--- src/rtrw_cmp.sv ---
// ----------------------------------------------------------------------------
// Route compare unit
// Tells whether route a beats route b: fewer hops, or equal hops and
// higher quality.
// ----------------------------------------------------------------------------
module rtrw_cmp (
    input  logic [7:0] i_a_hops,
    input  logic [7:0] i_a_quality,
    input  logic [7:0] i_b_hops,
    input  logic [7:0] i_b_quality,
    output logic       o_beats
);

    assign o_beats = (i_a_hops < i_b_hops) ||
                     ((i_a_hops == i_b_hops) && (i_a_quality > i_b_quality));

endmodule

--- config.mk ---
export PLATFORM = sky130hd
export DESIGN_NAME = rtrw_cmp
export DESIGN_NICKNAME = d
export VERILOG_FILES = /design/src/rtrw_cmp.sv
export SDC_FILE = /design/constraint.sdc
export NUM_CORES = 1
export LEC_CHECK = 0
export BUFFER_PORTS_ARGS = -buffer_cell sky130_fd_sc_hd__buf_2
export CORE_AREA = 2 2 39 41
export DETAILED_ROUTE_END_ITERATION = 10
export DIE_AREA = 0 0 41 43
export PLACE_DENSITY = 0.67
export RECOVER_POWER = 25
export SETUP_SLACK_MARGIN = 0.05
export SLEW_MARGIN = 10
export SYNTH_ARGS = -nofsm -noshare
export SYNTH_HDL_FRONTEND = slang
export SYNTH_SLANG_ARGS = --single-unit
--- constraint.sdc ---
create_clock -name vclk -period 2.1
set_clock_uncertainty 0.05 [all_clocks]
set_input_delay 0.42 -clock vclk [all_inputs]
set_output_delay 0.42 -clock vclk [all_outputs]
set_load 0.05 [all_outputs]
# Yosys cells after proc, flatten, opt, wreduce, memory -nomap -nowiden
# Index checks and enable logic that the tools add are counted.
# Widths: inputs -> output; s select.
[op_classes] n_reduce_logical=2 eq_ne=1 order_cmp=2
[op_table] operator="$eq 8x8->1" n=1
[op_table] operator="$gt 8x8->1" n=1
[op_table] operator="$lt 8x8->1" n=1
[op_table] operator="$logic_and 1x1->1" n=1
[op_table] operator="$logic_or 1x1->1" n=1
[word_totals] inputBits=32 output_inout_bits=1 wordCells=5 register_bits=0

# Logic depth before layout (Yosys ltp)
[depth] word_depth=3 mapped_depth=6 ltp_nobuf=6

# Least setup slack after synthesis
# OpenSTA, ideal clock, no wires.
[synth_timing] path_kind="input-to-output" startpoint="input i_b_hops[1]" endpoint="output o_beats" stages=6 n_path_buf=0 t_required_ps=1630 setup_slack_ps=-198 arrival_ps=1828 path_cell_list="inv_1 ha_1 nor2b_1 o211ai_1 a21oi_1 o32ai_2"
[synth_via] elab_chain_len=3 word_cells_on_any_way=4 classes_between="1 x order compare; 1 x eq/ne; 2 x reduce/logical"
[synth_rtl] item="start: declaration" line_no="9" source="input logic [7:0] i_b_hops,"
[synth_rtl] item="branches (longest 2 deep; another with $lt 8x8->1)"
[synth_rtl] item="$logic_or 1x1->1 *" line_no="14" source="assign o_beats = (i_a_hops < i_b_hops) ||"
[synth_rtl] item="end: declaration" line_no="11" source="output logic o_beats"
# Mark *: on every way between the ends.

# Worst setup path after layout
[layout_timing] startpoint="input i_b_quality[5]" endpoint="output o_beats"
[layout_via] elab_chain_len=3
[layout_rtl] item="start: declaration" line_no="10" source="input logic [7:0] i_b_quality,"
[layout_rtl] item="$gt 8x8->1" line_no="15" source="((i_a_hops == i_b_hops) && (i_a_quality > i_b_quality));"
[layout_rtl] item="$logic_and 1x1->1" line_no="15"
[layout_rtl] item="$logic_or 1x1->1" line_no="14"
# No other way between the ends.

==> impl_metrics.ini <==
[min_path]
hold_path_class = input pin to output port
hold_depth = 4

[critical_path]
cp_max_fo = 2
endpoint_kind = output port
path_buf_inv = 3
cpPeakStageDelay_ps = 300
critPathLaunchType = input pin
cp.required_ps = 1630
crit_slowest_cell = and4bb_1
path_cells = buf_6 -> inv_4 -> ha_4 -> a211oi_2 -> nor2_1 -> and4bb_1 -> o32ai_4 -> buf_6
path_depth = 8
crit_family = simple AND/OR/NAND/NOR gates
crit_type = input pin to output port
crit_top_cell = buf_6
arrival_ps = 1600

[timing]
setup_slack_ps = 33.27
hold_viol = 0
rsz0062_at_grt = yes
tns_ps = 0
final.min_clock_period_ps = 2067
finalCritPeriodShare_pct = 98.42
slew_viol_final = 0
relSlewSlack_pct = 76.92
fmax_mhz = 483.9
finalSetupViolations = 0
worst_pin_slew_ps = 343.1

[yosys]
synth_fa_ha_area_share_pct = 47.34
synth_top_family_by_area = adder cells
synth_area_um2 = 422.9
post_synth.cell_area_avg_um2 = 7.979
ys_types = 16
synthCells = 53
yosysWarnings = 0
synthSimpleGateAreaFrac_pct = 15.68
seq_area_frac_synth_pct = 0
synth-xor-area-share_pct = 0
synth_fp_nets = 101
synthMuxAreaShare_pct = 0
synth_compound_area_share_pct = 22.78

[detailed_routing]
dr.pass1.iters = 4
wl_per_cell_um = 9.962
routed_wl_um = 1036
drc_errors = 0
ant_nets = 0
vias = 494
viasPerCell = 4.750
drtIter0Drc = 2

[layout]
n_fill_cell = 122
final_nets = 138
nClkBuffers = 0
syn2layout_area_growth_pct = 94.67
drive_gt1_share_pct = 64.77
final_cells = 104
multi_input_area_um2 = 510.5
antenna_cells = 0
seq_cell_count = 0
regArea_um2 = 0
final_area_um2 = 823.3

[power_and_ir_drop]
sw_frac_of_total_pct = 44.45
internal-power_mw = 0.08968
p_leak_nw = 0.4004
pwr-share-comb_pct = 100.0
p_clk_share_pct = 0
vdd_ir_drop_max_mv = 0.1035
p_per_area_nw_per_um2 = 196.1
share_seq_of_total_power_pct = 0
power.net_switching_mw = 0.07176

[grt]
grt_pass1_vias = 497
grt_most_used_layer = met2
grt_max_degree = 4
grtUsageMet1_pct = 15.82
grtUsageTotal_pct = 13.19
antenna_found_initial = 0
grt.met2_usage_pct = 25.62
gr-usage-met3_pct = 0
gr-total-overflow = 0
grt_pass1_wl_um = 1773

[clock_tree]
cts_hold_buf = 0
cts_setup_buffers = 0

[floorplanning]
die_w_um = 41
initial_utilization_pct = 30.56
die_area_um2 = 1763
coreArea_um2 = 1384
fp-row-count = 14
io_pins = 33
die-height_um = 43

[placement]
placed_cells = 104
place_hpwl_um = 862.3
dpl_cell_area_um2 = 663.1
place.gp.congestion = 0.7035
port-buffer-count = 33
place_ws_ps = -196.6

[status]
status = complete, no violations

[run]
maxCapViolCount = 0
## cell usage in the layout (no fill, tap or decap), types with 2 or more instances in the layout
master     n
nor2b_1    2
buf_4      2
inv_1     11
buf_2     28
inv_4      2
inv_2      2
ha_1       6
ha_4      10
a21oi_1    3
nand4_1    2
o211ai_1   2
and4_4     2
a211oi_2   2
buf_6      4
## metrics by stage
stage,hold WS (ps),power (mW),util (%)
2_1_floorplan,1130,0.07603,-
3_3_place_gp,1358,0.1232,47.92
3_5_place_dp,1365,0.1259,47.92
4_1_cts,1318,0.1598,58.59
5_1_grt,1337,0.1820,59.49
6_report,1312,0.1614,59.49
## power groups by stage
stage	Clock (mW)	Combinational (mW)	Sequential, mW
floorplan	0	0.0760	0
global placement	0	0.123	0
detailed placement	0	0.126	0
CTS	0	0.160	0
global route	0	0.182	0
finish	0	0.161	0
## per-layer routing
metal  vias to the layer above  part of all wire (%)
li1                        260                     -
met1                       217                    40
met2                        17                    54
met3                         0                   6.0
met4                         0                     0
met5                         -                     0
## path summary, 6_finish.rpt
| kind | start | end | slack, ps |
|---|---|---|---|
| worst max-delay path | i_b_quality[5] | o_beats | 30 |
| worst min-delay path | i_a_hops[7] | o_beats | 1310 |
## cell type report
cell class | instances | area share (%)
tap | 16 | 2.432
inverter | 16 | 9.422
timing repair buffer | 35 | 26.14
multi-input combinational | 37 | 62.01
## cell usage after synthesis
cell type | number | area (um^2)
o32ai_2 | 1 | 16.27
and4_1 | 1 | 8.760
a211oi_2 | 2 | 25.02
nand3_1 | 1 | 5.000
o211ai_1 | 2 | 15.01
nand4_1 | 2 | 12.51
and4bb_1 | 1 | 12.51
and4_4 | 1 | 11.26
nor2b_1 | 2 | 12.51
o31ai_1 | 1 | 7.510
a21boi_0 | 1 | 7.510
nor2_1 | 1 | 3.750
a21oi_1 | 4 | 20.02
ha_1 | 16 | 200.2
o21ai_0 | 1 | 5.000
inv_1 | 16 | 60.06
## cell families (layout without fill, tap and decap cells)
family	Yosys count	in the layout
buffers and inverters	16	51
AO/OA/AOI/OAI	12	12
adder cells (fa/ha/maj)	16	16
AND/OR/NAND/NOR	9	9
## what timing repair did
action	4_1_cts	5_1_grt
resized for setup	24	1
hold endpoints to repair	0	0
endpoints found under the setup margin	1	1
pin swaps	11	2
No activity file was read; power rests on OpenSTA's default activity.
